===== config.mk =====
export PLATFORM = sky130hd
export DESIGN_NAME = char_stream_calculator
export DESIGN_NICKNAME = d
export VERILOG_FILES = /design/src/csc_pkg.sv /design/src/csc_front.sv /design/src/csc_job_fifo.sv /design/src/csc_back.sv /design/src/char_stream_calculator.sv
export VERILOG_INCLUDE_DIRS = /design/src /design/src/src
export SDC_FILE = /design/constraint.sdc
export NUM_CORES = 2
export LEC_CHECK = 0
export BUFFER_PORTS_ARGS = -buffer_cell sky130_fd_sc_hd__buf_4
export CORE_UTILIZATION = 35
export CTS_BUF_LIST = sky130_fd_sc_hd__clkbuf_4 sky130_fd_sc_hd__clkbuf_8
export CTS_CLUSTER_SIZE = 8
export DETAILED_ROUTE_END_ITERATION = 6
export MAX_ROUTING_LAYER = met4
export PLACE_DENSITY = 0.47
export SLEW_MARGIN = 20
export SYNTH_ARGS = -nofsm -noshare
export SYNTH_HDL_FRONTEND = slang
export SYNTH_SLANG_ARGS = --single-unit

===== constraint.sdc =====
create_clock -name clk -period 12.9 [get_ports clk]
set_input_delay 2.58 -clock clk [delete_from_list [all_inputs] [get_ports clk]]
set_output_delay 2.58 -clock clk [all_outputs]
set_load 0.05 [all_outputs]

===== src/char_stream_calculator_defines.svh =====
// Assertion macros shared by the char_stream_calculator RTL.
// No dependencies; included by the files that carry concurrent assertions.
`ifndef CHAR_STREAM_CALCULATOR_DEFINES_SVH
`define CHAR_STREAM_CALCULATOR_DEFINES_SVH

// Invariant checked at every rising clock edge outside reset.
`define CSC_ASSERT_ALWAYS(label, clk, rst, prop, msg) \
  label: assert property (@(posedge clk) disable iff (rst) (prop)) \
    else $error(msg);

// Same-cycle implication.
`define CSC_ASSERT_IMPL(label, clk, rst, ante, cons, msg) \
  label: assert property (@(posedge clk) disable iff (rst) (ante) |-> (cons)) \
    else $error(msg);

// Next-cycle implication.
`define CSC_ASSERT_NEXT(label, clk, rst, ante, cons, msg) \
  label: assert property (@(posedge clk) disable iff (rst) (ante) |=> (cons)) \
    else $error(msg);

`endif


===== src/csc_pkg.sv =====
// Package for char_stream_calculator: widths, codes, payload structs, factorial table.
// No dependencies; imported by every module of the block.
`timescale 1ns / 1ps

package csc_pkg;

  localparam int OPERAND_BITS = 31;
  localparam int VALUE_W      = 63;
  localparam int STATUS_W     = 2;
  localparam int OP_W         = 3;
  localparam int DIGIT_W      = 4;
  localparam int JOB_DEPTH    = 2;
  localparam int FACT_LIMIT   = 20;
  localparam int FACT_IDX_W   = $clog2(FACT_LIMIT + 1);

  localparam logic [OPERAND_BITS-1:0] OPERAND_MAX = '1;

  // operator codes
  localparam logic [OP_W-1:0] OP_NONE = 3'd0;
  localparam logic [OP_W-1:0] OP_ADD  = 3'd1;
  localparam logic [OP_W-1:0] OP_SUB  = 3'd2;
  localparam logic [OP_W-1:0] OP_MUL  = 3'd3;
  localparam logic [OP_W-1:0] OP_DIV  = 3'd4;
  localparam logic [OP_W-1:0] OP_FACT = 3'd5;

  // status codes
  localparam logic [STATUS_W-1:0] ST_OK    = 2'd0;
  localparam logic [STATUS_W-1:0] ST_DIV0  = 2'd1;
  localparam logic [STATUS_W-1:0] ST_BADOP = 2'd2;
  localparam logic [STATUS_W-1:0] ST_OVF   = 2'd3;

  // character codes
  localparam logic [7:0] CH_PLUS  = 8'h2B;
  localparam logic [7:0] CH_MINUS = 8'h2D;
  localparam logic [7:0] CH_STAR  = 8'h2A;
  localparam logic [7:0] CH_SLASH = 8'h2F;
  localparam logic [7:0] CH_BANG  = 8'h21;
  localparam logic [7:0] CH_SPACE = 8'h20;
  localparam logic [7:0] CH_ZERO  = 8'h30;
  localparam logic [7:0] CH_NINE  = 8'h39;

  typedef struct packed {
    logic [7:0] char_code;
    logic       line_end;
  } in_item_t;

  typedef struct packed {
    logic signed [VALUE_W-1:0] value;
    logic [STATUS_W-1:0]       status;
  } out_item_t;

  // one finished line, handed from parser to executor
  typedef struct packed {
    logic [OPERAND_BITS-1:0] a;
    logic [OPERAND_BITS-1:0] b;
    logic [OP_W-1:0]         op;
    logic                    ovf;
  } job_t;

  // n! for n up to FACT_LIMIT; 0! reads as 1
  function automatic logic [VALUE_W-1:0] fact_value(input logic [FACT_IDX_W-1:0] n);
    logic [VALUE_W-1:0] f;
    unique case (n)
      5'd0:    f = 63'd1;
      5'd1:    f = 63'd1;
      5'd2:    f = 63'd2;
      5'd3:    f = 63'd6;
      5'd4:    f = 63'd24;
      5'd5:    f = 63'd120;
      5'd6:    f = 63'd720;
      5'd7:    f = 63'd5040;
      5'd8:    f = 63'd40320;
      5'd9:    f = 63'd362880;
      5'd10:   f = 63'd3628800;
      5'd11:   f = 63'd39916800;
      5'd12:   f = 63'd479001600;
      5'd13:   f = 63'd6227020800;
      5'd14:   f = 63'd87178291200;
      5'd15:   f = 63'd1307674368000;
      5'd16:   f = 63'd20922789888000;
      5'd17:   f = 63'd355687428096000;
      5'd18:   f = 63'd6402373705728000;
      5'd19:   f = 63'd121645100408832000;
      5'd20:   f = 63'd2432902008176640000;
      default: f = '0;
    endcase
    return f;
  endfunction

endpackage


===== src/csc_front.sv =====
// Character parser: builds operands and operator, emits one job per line end.
// Depends on csc_pkg and char_stream_calculator_defines.svh.
`timescale 1ns / 1ps
`include "char_stream_calculator_defines.svh"

module csc_front (
  input  logic            clk,
  input  logic            rst,
  input  logic            push,
  output logic            full,
  input  csc_pkg::in_item_t char_in,
  output logic            job_push,
  output csc_pkg::job_t   job,
  input  logic            job_full
);
  import csc_pkg::*;

  localparam int EXT_W = OPERAND_BITS + DIGIT_W;

  logic [OPERAND_BITS-1:0] a;
  logic [OPERAND_BITS-1:0] b;
  logic [OP_W-1:0]         op;
  logic                    ovf;

  logic                    accept;
  logic                    is_digit;
  logic [DIGIT_W-1:0]      digit;
  logic [OP_W-1:0]         char_op;
  logic [OPERAND_BITS-1:0] acc_sel;
  logic [EXT_W-1:0]        acc_x10;
  logic                    sat;
  logic [OPERAND_BITS-1:0] acc_next;

  assign full     = job_full;
  assign accept   = push && !full;
  assign job_push = accept && char_in.line_end;
  assign job      = '{a: a, b: b, op: op, ovf: ovf};

  assign is_digit = (char_in.char_code >= CH_ZERO) && (char_in.char_code <= CH_NINE);
  assign digit    = DIGIT_W'(char_in.char_code - CH_ZERO);

  always_comb begin
    unique case (char_in.char_code)
      CH_PLUS:  char_op = OP_ADD;
      CH_MINUS: char_op = OP_SUB;
      CH_STAR:  char_op = OP_MUL;
      CH_SLASH: char_op = OP_DIV;
      CH_BANG:  char_op = OP_FACT;
      default:  char_op = OP_NONE;
    endcase
  end

  // acc * 10 + digit, saturating at the operand maximum
  assign acc_sel  = (op == OP_NONE) ? a : b;
  assign acc_x10  = (EXT_W'(acc_sel) << 3) + (EXT_W'(acc_sel) << 1) + EXT_W'(digit);
  assign sat      = acc_x10 > EXT_W'(OPERAND_MAX);
  assign acc_next = sat ? OPERAND_MAX : acc_x10[OPERAND_BITS-1:0];

  always_ff @(posedge clk) begin
    if (rst) begin
      a   <= '0;
      b   <= '0;
      op  <= OP_NONE;
      ovf <= 1'b0;
    end else if (accept) begin
      if (char_in.line_end) begin
        a   <= '0;
        b   <= '0;
        op  <= OP_NONE;
        ovf <= 1'b0;
      end else if (char_in.char_code != CH_SPACE) begin
        if (is_digit) begin
          if (op == OP_NONE) begin
            a <= acc_next;
          end else begin
            b <= acc_next;
          end
          if (sat) begin
            ovf <= 1'b1;
          end
        end else if (char_op != OP_NONE) begin
          op <= char_op;
        end
      end
    end
  end

  // a saturated operand stays at the maximum until the line is cleared
  `CSC_ASSERT_IMPL(a_ovf_saturated, clk, rst, ovf, (a == OPERAND_MAX) || (b == OPERAND_MAX), "overflow flag without a saturated operand")

endmodule


===== src/csc_job_fifo.sv =====
// Two-entry queue of parsed lines between parser and executor.
// Depends on csc_pkg.
`timescale 1ns / 1ps

module csc_job_fifo (
  input  logic          clk,
  input  logic          rst,
  input  logic          wr_en,
  input  csc_pkg::job_t wr_data,
  output logic          full,
  input  logic          rd_en,
  output csc_pkg::job_t rd_data,
  output logic          empty
);
  import csc_pkg::*;

  localparam int PTR_W = $clog2(JOB_DEPTH);
  localparam int CNT_W = $clog2(JOB_DEPTH + 1);

  job_t             entries [JOB_DEPTH];
  logic [PTR_W-1:0] wr_ptr;
  logic [PTR_W-1:0] rd_ptr;
  logic [CNT_W-1:0] count;
  logic             do_wr;
  logic             do_rd;

  assign full    = count == CNT_W'(JOB_DEPTH);
  assign empty   = count == '0;
  assign do_wr   = wr_en && !full;
  assign do_rd   = rd_en && !empty;
  assign rd_data = entries[rd_ptr];

  always_ff @(posedge clk) begin
    if (do_wr) begin
      entries[wr_ptr] <= wr_data;
    end
  end

  always_ff @(posedge clk) begin
    if (rst) begin
      wr_ptr <= '0;
      rd_ptr <= '0;
      count  <= '0;
    end else begin
      if (do_wr) begin
        wr_ptr <= (wr_ptr == PTR_W'(JOB_DEPTH - 1)) ? '0 : wr_ptr + 1'b1;
      end
      if (do_rd) begin
        rd_ptr <= (rd_ptr == PTR_W'(JOB_DEPTH - 1)) ? '0 : rd_ptr + 1'b1;
      end
      if (do_wr && !do_rd) begin
        count <= count + 1'b1;
      end else if (do_rd && !do_wr) begin
        count <= count - 1'b1;
      end
    end
  end

endmodule


===== src/csc_back.sv =====
// Executor: evaluates one job (add, sub, mul, serial divide, factorial table)
// and holds the result in an output register. Depends on csc_pkg and the defines header.
`timescale 1ns / 1ps
`include "char_stream_calculator_defines.svh"

module csc_back (
  input  logic               clk,
  input  logic               rst,
  input  csc_pkg::job_t      job,
  input  logic               job_valid,
  output logic               job_pop,
  output csc_pkg::out_item_t result,
  output logic               empty,
  input  logic               pop
);
  import csc_pkg::*;

  localparam int W      = OPERAND_BITS;
  localparam int PROD_W = 2 * OPERAND_BITS;
  localparam int CNT_W  = $clog2(OPERAND_BITS);

  localparam logic [1:0] S_IDLE = 2'd0;
  localparam logic [1:0] S_DIV  = 2'd1;
  localparam logic [1:0] S_DONE = 2'd2;

  logic [1:0]        state;
  logic [1:0]        state_next;
  out_item_t         res;
  out_item_t         res_next;
  out_item_t         out_reg;
  logic              out_valid;
  logic              out_free;

  logic [W-1:0]      div_rem;
  logic [W-1:0]      div_quo;
  logic [W-1:0]      div_den;
  logic [CNT_W-1:0]  div_cnt;
  logic [W:0]        div_shift;
  logic              div_ge;
  logic [W:0]        div_diff;

  logic [PROD_W-1:0] prod;
  logic              div_start;

  assign result   = out_reg;
  assign empty    = !out_valid;
  assign out_free = !out_valid || pop;
  assign job_pop  = (state == S_IDLE) && job_valid;

  assign prod      = PROD_W'(job.a) * PROD_W'(job.b);
  assign div_shift = {div_rem, div_quo[W-1]};
  assign div_ge    = div_shift >= {1'b0, div_den};
  assign div_diff  = div_shift - {1'b0, div_den};

  // evaluation of a freshly popped job; divide only flags its start here
  always_comb begin
    res_next  = '{value: '0, status: ST_OK};
    div_start = 1'b0;
    priority if (job.op == OP_NONE || job.op > OP_FACT) begin
      res_next.status = ST_BADOP;
    end else if (job.ovf) begin
      res_next.status = ST_OVF;
    end else begin
      unique case (job.op)
        OP_ADD:  res_next.value = $signed(VALUE_W'(job.a) + VALUE_W'(job.b));
        OP_SUB:  res_next.value = $signed(VALUE_W'(job.a) - VALUE_W'(job.b));
        OP_MUL:  res_next.value = $signed(VALUE_W'(prod));
        OP_DIV: begin
          if (job.b == '0) begin
            res_next.status = ST_DIV0;
          end else begin
            div_start = 1'b1;
          end
        end
        OP_FACT: begin
          if (job.a > W'(FACT_LIMIT)) begin
            res_next.status = ST_OVF;
          end else begin
            res_next.value = $signed(fact_value(job.a[FACT_IDX_W-1:0]));
          end
        end
        default: res_next.status = ST_BADOP;
      endcase
    end
  end

  always_comb begin
    state_next = state;
    unique case (state)
      S_IDLE:  if (job_valid) state_next = div_start ? S_DIV : S_DONE;
      S_DIV:   if (div_cnt == '0) state_next = S_DONE;
      S_DONE:  if (out_free) state_next = S_IDLE;
      default: state_next = S_IDLE;
    endcase
  end

  always_ff @(posedge clk) begin
    if (rst) begin
      state     <= S_IDLE;
      out_valid <= 1'b0;
    end else begin
      state <= state_next;
      if (state == S_DONE && out_free) begin
        out_valid <= 1'b1;
      end else if (pop) begin
        out_valid <= 1'b0;
      end
    end
  end

  // datapath registers
  always_ff @(posedge clk) begin
    if (state == S_IDLE && job_valid) begin
      res     <= res_next;
      div_rem <= '0;
      div_quo <= job.a;
      div_den <= job.b;
      div_cnt <= CNT_W'(W - 1);
    end else if (state == S_DIV) begin
      div_rem <= div_ge ? div_diff[W-1:0] : div_shift[W-1:0];
      div_quo <= {div_quo[W-2:0], div_ge};
      div_cnt <= div_cnt - 1'b1;
      if (div_cnt == '0) begin
        res.value  <= $signed(VALUE_W'({div_quo[W-2:0], div_ge}));
        res.status <= ST_OK;
      end
    end
    if (state == S_DONE && out_free) begin
      out_reg <= res;
    end
  end

  `CSC_ASSERT_IMPL(a_div_den_nonzero, clk, rst, state == S_DIV, div_den != '0, "divider running on a zero divisor")
  `CSC_ASSERT_NEXT(a_div_keeps_going, clk, rst, (state == S_DIV) && (div_cnt != '0), state == S_DIV, "divider left before its last quotient bit")
  `CSC_ASSERT_IMPL(a_err_value_zero, clk, rst, out_valid && (out_reg.status != ST_OK), out_reg.value == '0, "error result with nonzero value")

endmodule


===== src/char_stream_calculator.sv =====
// Top level of the character-stream calculator: parser, job queue, executor.
// Depends on csc_pkg, csc_front, csc_job_fifo, csc_back.
`timescale 1ns / 1ps

// char_stream_calculator reads a text line one byte per transaction and
// returns one result transaction per line end. Digits before the first
// operator build the first operand, digits after it the second; + - * / !
// pick the operator (the last one wins), spaces and other bytes are skipped.
// Operands saturate at 2^31-1 and then report overflow (status 3). Results:
// sum, wrapped difference, full product, truncating quotient, or factorial of
// the first operand (0..20, 0! = 1). Status 1 is divide by zero, 2 a missing
// operator; value is zero whenever status is not 0.
// Timing: ordinary characters are taken one per cycle. A line end writes
// the parsed line into a two-line queue; the executor evaluates add,
// subtract, multiply and factorial directly, while divide runs the
// restoring divider that produces one quotient bit per cycle. The input only
// stalls (full high) while the line queue is full, and a finished result
// waits in an output register without blocking the next line's evaluation
// from starting once it has been handed over.

module char_stream_calculator (
  input  logic                clk,
  input  logic                rst,
  // input queue side
  input  logic                push,
  output logic                full,
  input  csc_pkg::in_item_t   char_in,
  // result queue side
  output logic                empty,
  input  logic                pop,
  output csc_pkg::out_item_t  result
);
  import csc_pkg::*;

  // parser -> queue
  logic  wr_job;
  job_t  wr_data;
  logic  q_full;
  // queue -> executor
  job_t  rd_data;
  logic  q_empty;
  logic  rd_job;

  // front: one byte per transaction, emits a job on line end
  csc_front u_front (
    .clk      (clk),
    .rst      (rst),
    .push     (push),
    .full     (full),
    .char_in  (char_in),
    .job_push (wr_job),
    .job      (wr_data),
    .job_full (q_full)
  );

  // decouples parsing from long evaluations such as divide
  csc_job_fifo u_job_fifo (
    .clk     (clk),
    .rst     (rst),
    .wr_en   (wr_job),
    .wr_data (wr_data),
    .full    (q_full),
    .rd_en   (rd_job),
    .rd_data (rd_data),
    .empty   (q_empty)
  );

  // back: evaluates and presents results as a queue head
  csc_back u_back (
    .clk       (clk),
    .rst       (rst),
    .job       (rd_data),
    .job_valid (!q_empty),
    .job_pop   (rd_job),
    .result    (result),
    .empty     (empty),
    .pop       (pop)
  );

endmodule

Word level (Yosys, flattened, before mapping)
Memories as Yosys holds them, arrays and structs flattened. A register that Yosys moved wholly into a read port is not among the register bits.
Cells that the tools add are included.
{"block": "word_totals", "mem_count": 2, "mem_bits_rw": 132, "elab_cells": 148, "latchBits": 0, "input_bits": 13, "rom_bits": 1824, "reg_bits": 301, "output_inout_bits": 67}
{"block": "op_classes", "bitwise_logic": 0, "magnitude_cmp": 6, "mux": 53, "multipliers": 1, "n_addsub": 11, "n_eq_ne": 19, "shifts": 0, "div_mod_pow": 0, "n_reduce_logical": 39}
{"name": "(no name shown)", "words": 32, "width": 57, "rd": 1, "rd_clocked_by_memory_dff": 0, "wr": 0, "line_no": "csc_pkg.sv:63", "text": "unique case (n)"}
{"name": "u_job_fifo.entries", "words": 2, "width": 66, "rd": 1, "rd_clocked_by_memory_dff": 1, "wr": 1, "line_no": "csc_job_fifo.sv:20", "text": "job_t entries [JOB_DEPTH];"}
{"op": "$mux W31", "count": 13}
{"op": "$pmux W63 S4", "count": 1}
{"op": "$mux W65", "count": 3}
{"op": "$mux W63", "count": 3}
{"op": "$mul A31 B31 Y62", "count": 1}
{"op": "$eq A8 B6 Y1 const B", "count": 5}
{"op": "$add A34 B32 Y35", "count": 1}
{"op": "$add A35 B4 Y35", "count": 1}
{"op": "$gt A35 B31 Y1 const B", "count": 1}
{"op": "$add A31 B31 Y32", "count": 1}
{"op": "$ge A32 B31 Y1", "count": 1}
{"op": "$sub A31 B31 Y32", "count": 1}
{"op": "$gt A31 B5 Y1 const B", "count": 1}
{"op": "$logic_not A31 Y1", "count": 1}
{"op": "$sub A31 B31 Y31", "count": 1}
{"op": "$mux W2", "count": 9}
{"op": "$reduce_bool A2 Y1", "count": 9}
{"op": "$mux W1", "count": 17}
{"op": "$reduce_and A4 Y1", "count": 4}
{"op": "$pmux W3 S5", "count": 1}
{"op": "$mux W3", "count": 4}
{"op": "$pmux W2 S3", "count": 2}
{"op": "$logic_and A1 B1 Y1", "count": 9}
{"op": "$ge A8 B6 Y1 const B", "count": 1}
{"op": "24 further kinds", "count": 38}

Logic depth before layout (Yosys ltp)
{"block": "logic_depth", "ltp_word": 10, "ltp_mapped": 36, "ltp_nobuf": 29}

By module
Synthesis repeated with hierarchy kept, for this count alone.
{"block": "unflattened", "cells_unflattened": 5818, "area_unflattened_um2": 55552.0}
{"module": "csc_back", "instances": 1, "seq_area_each_um2": 6546.3, "cells_each": 5002, "area_per_inst_um2": 45353.5}
{"module": "csc_front", "instances": 1, "seq_area_each_um2": 1321.3, "cells_each": 585, "area_per_inst_um2": 5207.5}
{"module": "csc_job_fifo", "instances": 1, "seq_area_each_um2": 4063.9, "cells_each": 230, "area_per_inst_um2": 4987.3}
{"module": "char_stream_calculator", "instances": 1, "seq_area_each_um2": 0.0, "cells_each": 1, "area_per_inst_um2": 3.8}

Worst setup path before layout
Ideal clock, no wire load.
{"block": "synth_path", "path_type": "register to register", "startpoint": "reg with a tool-made name", "endpoint": "reg u_back.res[61] in the netlist's numbering, data pin", "required_time_ns": 12.635, "path_stages_with_launch": 35, "arrival_ns": 9.106, "setup_ns": 0.265, "setup_slack_ns": 3.528, "synth_period_minus_slack_ns": 9.372, "path_buffers": 8, "cell_sequence": "dfxtp_1 > buf_4 > buf_2 > buf_2 > buf_2 > buf_2 > mux2i_1 > clkbuf_1 > buf_1 > nor2_1 > fa_1 > inv_1 > fa_1 > inv_1 > fa_1 > inv_1 > fa_1 > inv_1 > fa_1 > fa_1 > fa_1 > fa_1 > ha_1 > clkbuf_1 > and3_1 > nand4_1 > nand2b_1 > o22ai_1 > a21oi_1 > a21o_1 > o211ai_1 > a31oi_1 > o211ai_1 > nor3_1 > or3_1"}
{"element": "end signal, assigned", "line_no": "csc_back.sv:114", "text": "res <= res_next;"}
{"element": "end, declared", "line_no": "csc_back.sv:28", "text": "out_item_t res;"}

==> impl_results.md <==
* Status: finished with violations
* Violated checks: DRC
* Fraction of synthesized area in multiplexers at 0.0221
* Port-buffer cells at 79
* Final HPWL DP at about 170 mm
* Clock tree from TritonCTS: yes
* Cells after Synth at about 5700
* Inserted Clock Buffers at 78
* Total gr overflow at 0
* Weighted congestion at the end of routability-driven global placement at 1.01
* CP Data Required Time at 13360 ps
* Maximum buffer depth of the clock tree at 3
* Final WL at 218 mm
* Primary flip-flop cell chosen by synthesis mapping: edfxtp_1
* Total of flip-flops plus latches after synthesis at 434
* Summed negative setup slack over all endpoints at 0 ps
* Yosys synthesis warning count at 0
* Yosys top cell by area: fa_1
* Overall track demand over capacity in global routing at 0.289
* Signed area change from the synthesized netlist to the final layout at 10.3%
* Wire length per cell after detailed routing at 27.8 um
* Top cells by count, synth: inv_1 (909), fa_1 (841), nand2_1 (671)
* XOR/XNOR share of the synthesized area at 0.0199
* Latest clock arrival within the worst-skew pair at 770 ps
* Max Freq at 0.0889 GHz
* Max_slew headroom at 0.192
* Wire length of the first global-routing pass at about 310 mm
* Proportion of layout cells with a drive suffix above 1 at 0.0889
* Largest net degree at the start of global routing at 72
* CTS root buf: clkbuf_8
* Setup-violating endpoint count in the final report at 0
* Number of library cell types mapped by synthesis at 87
* Compound-gate portion of the synthesized area at 0.112
* Std-Cell Rows at ~140
* Post-CTS Repair Setup Buffers at 0
* Sink count of the clock tree at 434
* Core Region at 0.152 mm^2
* Detailed-router iteration count before antenna repair at 7
* H-tree depth reported by CTS at 3
* Total I/O pin count at 80
* Remaining routing DRC violations at 3
* Worst-margin pin slew at 1210 ps
* Part of the cycle the worst path needs at 0.872
* Worst Setup Start Kind: flop
* Width of the die at ~390 um
* Via count of the routed design at 42873
* Area of the die at around 0.16 mm^2
* Total Nets Final at 7008
* Initial Util at 0.353
* Cells taking the most area after synthesis: fa_1 (31%), edfxtp_1 (18%), ha_1 (9.8%)
* Path category of the worst min-delay check: flop to flop
* Average cell area after synthesis at 9.45 um^2
* Period minus WS final at 11250 ps
* Routed via count divided by cell count at between 5 and 6
* Number of max-cap violations at 0
* Clock edge transition at the registers on the reported setup and hold paths at 60 ps
* Largest fanout on the critical path at 32
* Data arrival time of the worst path at ~12000 ps
* RSZ-0062 raised after global routing: no
* Endpoints failing hold at 0
* Share of Yosys cell area claimed by the top area cell type at 0.313
* Cell with the most instances after synthesis: inv_1
* Number of antenna violations at the first check in global routing at 17
* Number of routed nets with antenna violations at 0
* Synthesized netlist net count at 6961
* Combinational family with the most area after synthesis: adder cells
* Adder-cell area share of the yosys netlist at 0.411
* Fin. max-slew vios at 0
* Path type of the worst setup path: flop to flop
* Post-synth EDFFs at approximately 320
* Post-synthesis async set-or-reset flop share at 0
* Share of synthesized area occupied by flip-flops and latches at 0.222
* Post-CTS sizing at 0
* Mapped Area at roughly 0.054 mm^2
* Post-CTS Hold Fix Bufs at 0
* Via count of the first global-routing pass at 44280
* Worst Clk Skew at 68.2 ps
* Kind of capture point of the worst setup path: flop
* Area fraction in and, or, nand and nor cells after synthesis at 0.128
* DR iter-0 viols at roughly 3500
* Die extent in y at 394 um
critical path, cell delays in order (launching register included):
cell and delay [ps]:
dfxtp_4 860, buf_4 480, mux2i_4 920, inv_1 610
ha_1 470, inv_1 170, fa_1 430, inv_1 90
fa_1 450, fa_1 540, fa_1 420, ha_1 290
ha_1 310, fa_1 530, fa_1 430, ha_1 430
a21oi_1 330, o21ai_0 260, a21oi_1 200, o221ai_1 260
a211oi_1 980, nor3_1 180, nor2_1 340, nor3_1 100
a2111oi_0 560, xnor2_1 180, o21ai_1 70
worst paths after layout:
kind / end / slack [ps] / depth (start not counted) / startpoint
max: u_back.res[63]$_SDFFCE_PP0P_ / 1650 / 26 / flop
min: u_back.result[60]$_DFFE_PP_ / 410 / 0 / u_back.res[60]$_SDFFCE_PP0P_
max reg2reg: u_back.res[63]$_SDFFCE_PP0P_ / 1650 / 26 / flop
min reg2reg: u_back.result[60]$_DFFE_PP_ / 410 / 0 / u_back.res[60]$_SDFFCE_PP0P_
per-stage QoR:
step           cells  setup slack (ps)  hold WS [ps]  instance area [um^2]  utilization
6_report        7838              1650           412                 59300        0.390
5_1_grt         7829              1330           423                 59200        0.389
4_1_cts         7824              1730           417                 59200        0.389
3_5_place_dp    7683              1780           405                 57600        0.379
3_3_place_gp    7683              1800           402                 57600        0.379
2_1_floorplan   5686              3530           400                 53700            -
final cells by class:
class                   count  area, um^2
clock inverters            20         179
diodes                     14        35.0
flip-flops and latches    434       11900
well taps                2030        2540
repair buffers            246        1860
inverters                 930        3490
multi-input cells        4043       37800
fillers                 15474       92800
clock buffers             121        1450
state kept, by name, summed over array words and instances, names as in the netlist, 3 cells and up, named ones only:
name                flops
u_front.op              3
u_job_fifo.entries    132
u_back.result          65
u_front.a              31
u_back.res             65
u_front.b              31
u_back.div_den         31
u_back.div_cnt          5
u_back.div_rem         31
u_back.div_quo         31
placed cells by master, fill, tap and decap left out, types with 31 or more instances in the layout:
cell,instances
mux2_2,33
nand3_1,40
o21ai_0,209
nand4_1,33
nor2b_1,34
ha_1,421
a21oi_1,242
clkbuf_4,35
a21o_1,95
buf_4,245
nor3_1,47
a31oi_1,31
fa_1,841
nor2_1,659
inv_1,903
o21bai_1,35
nand2_1,670
dfxtp_1,109
xor2_1,47
a221o_1,50
edfxtp_1,324
xnor2_1,75
clkbuf_8,86
logic make-up (layout without fill, tap and decap cells):
kind of cell,Yosys count,after routing
XOR/XNOR,122,122
AO/OA/AOI/OAI,908,908
buffers and inverters,1209,1317
multiplexers,114,114
AND/OR/NAND/NOR,1637,1637
flip-flops,434,434
adder cells (fa/ha/maj),1262,1262
other,0,14
layer usage:
layer | track usage | part of all wire
met1 | 0.368 | 0.41
met2 | 0.455 | 0.47
met3 | 0.0483 | 0.069
met4 | 0.122 | 0.050
met5 | - | 0
Power is left out: the tool's default activity adds up to more than one toggle a clock period on the data nets, which glitch-free logic cannot reach.
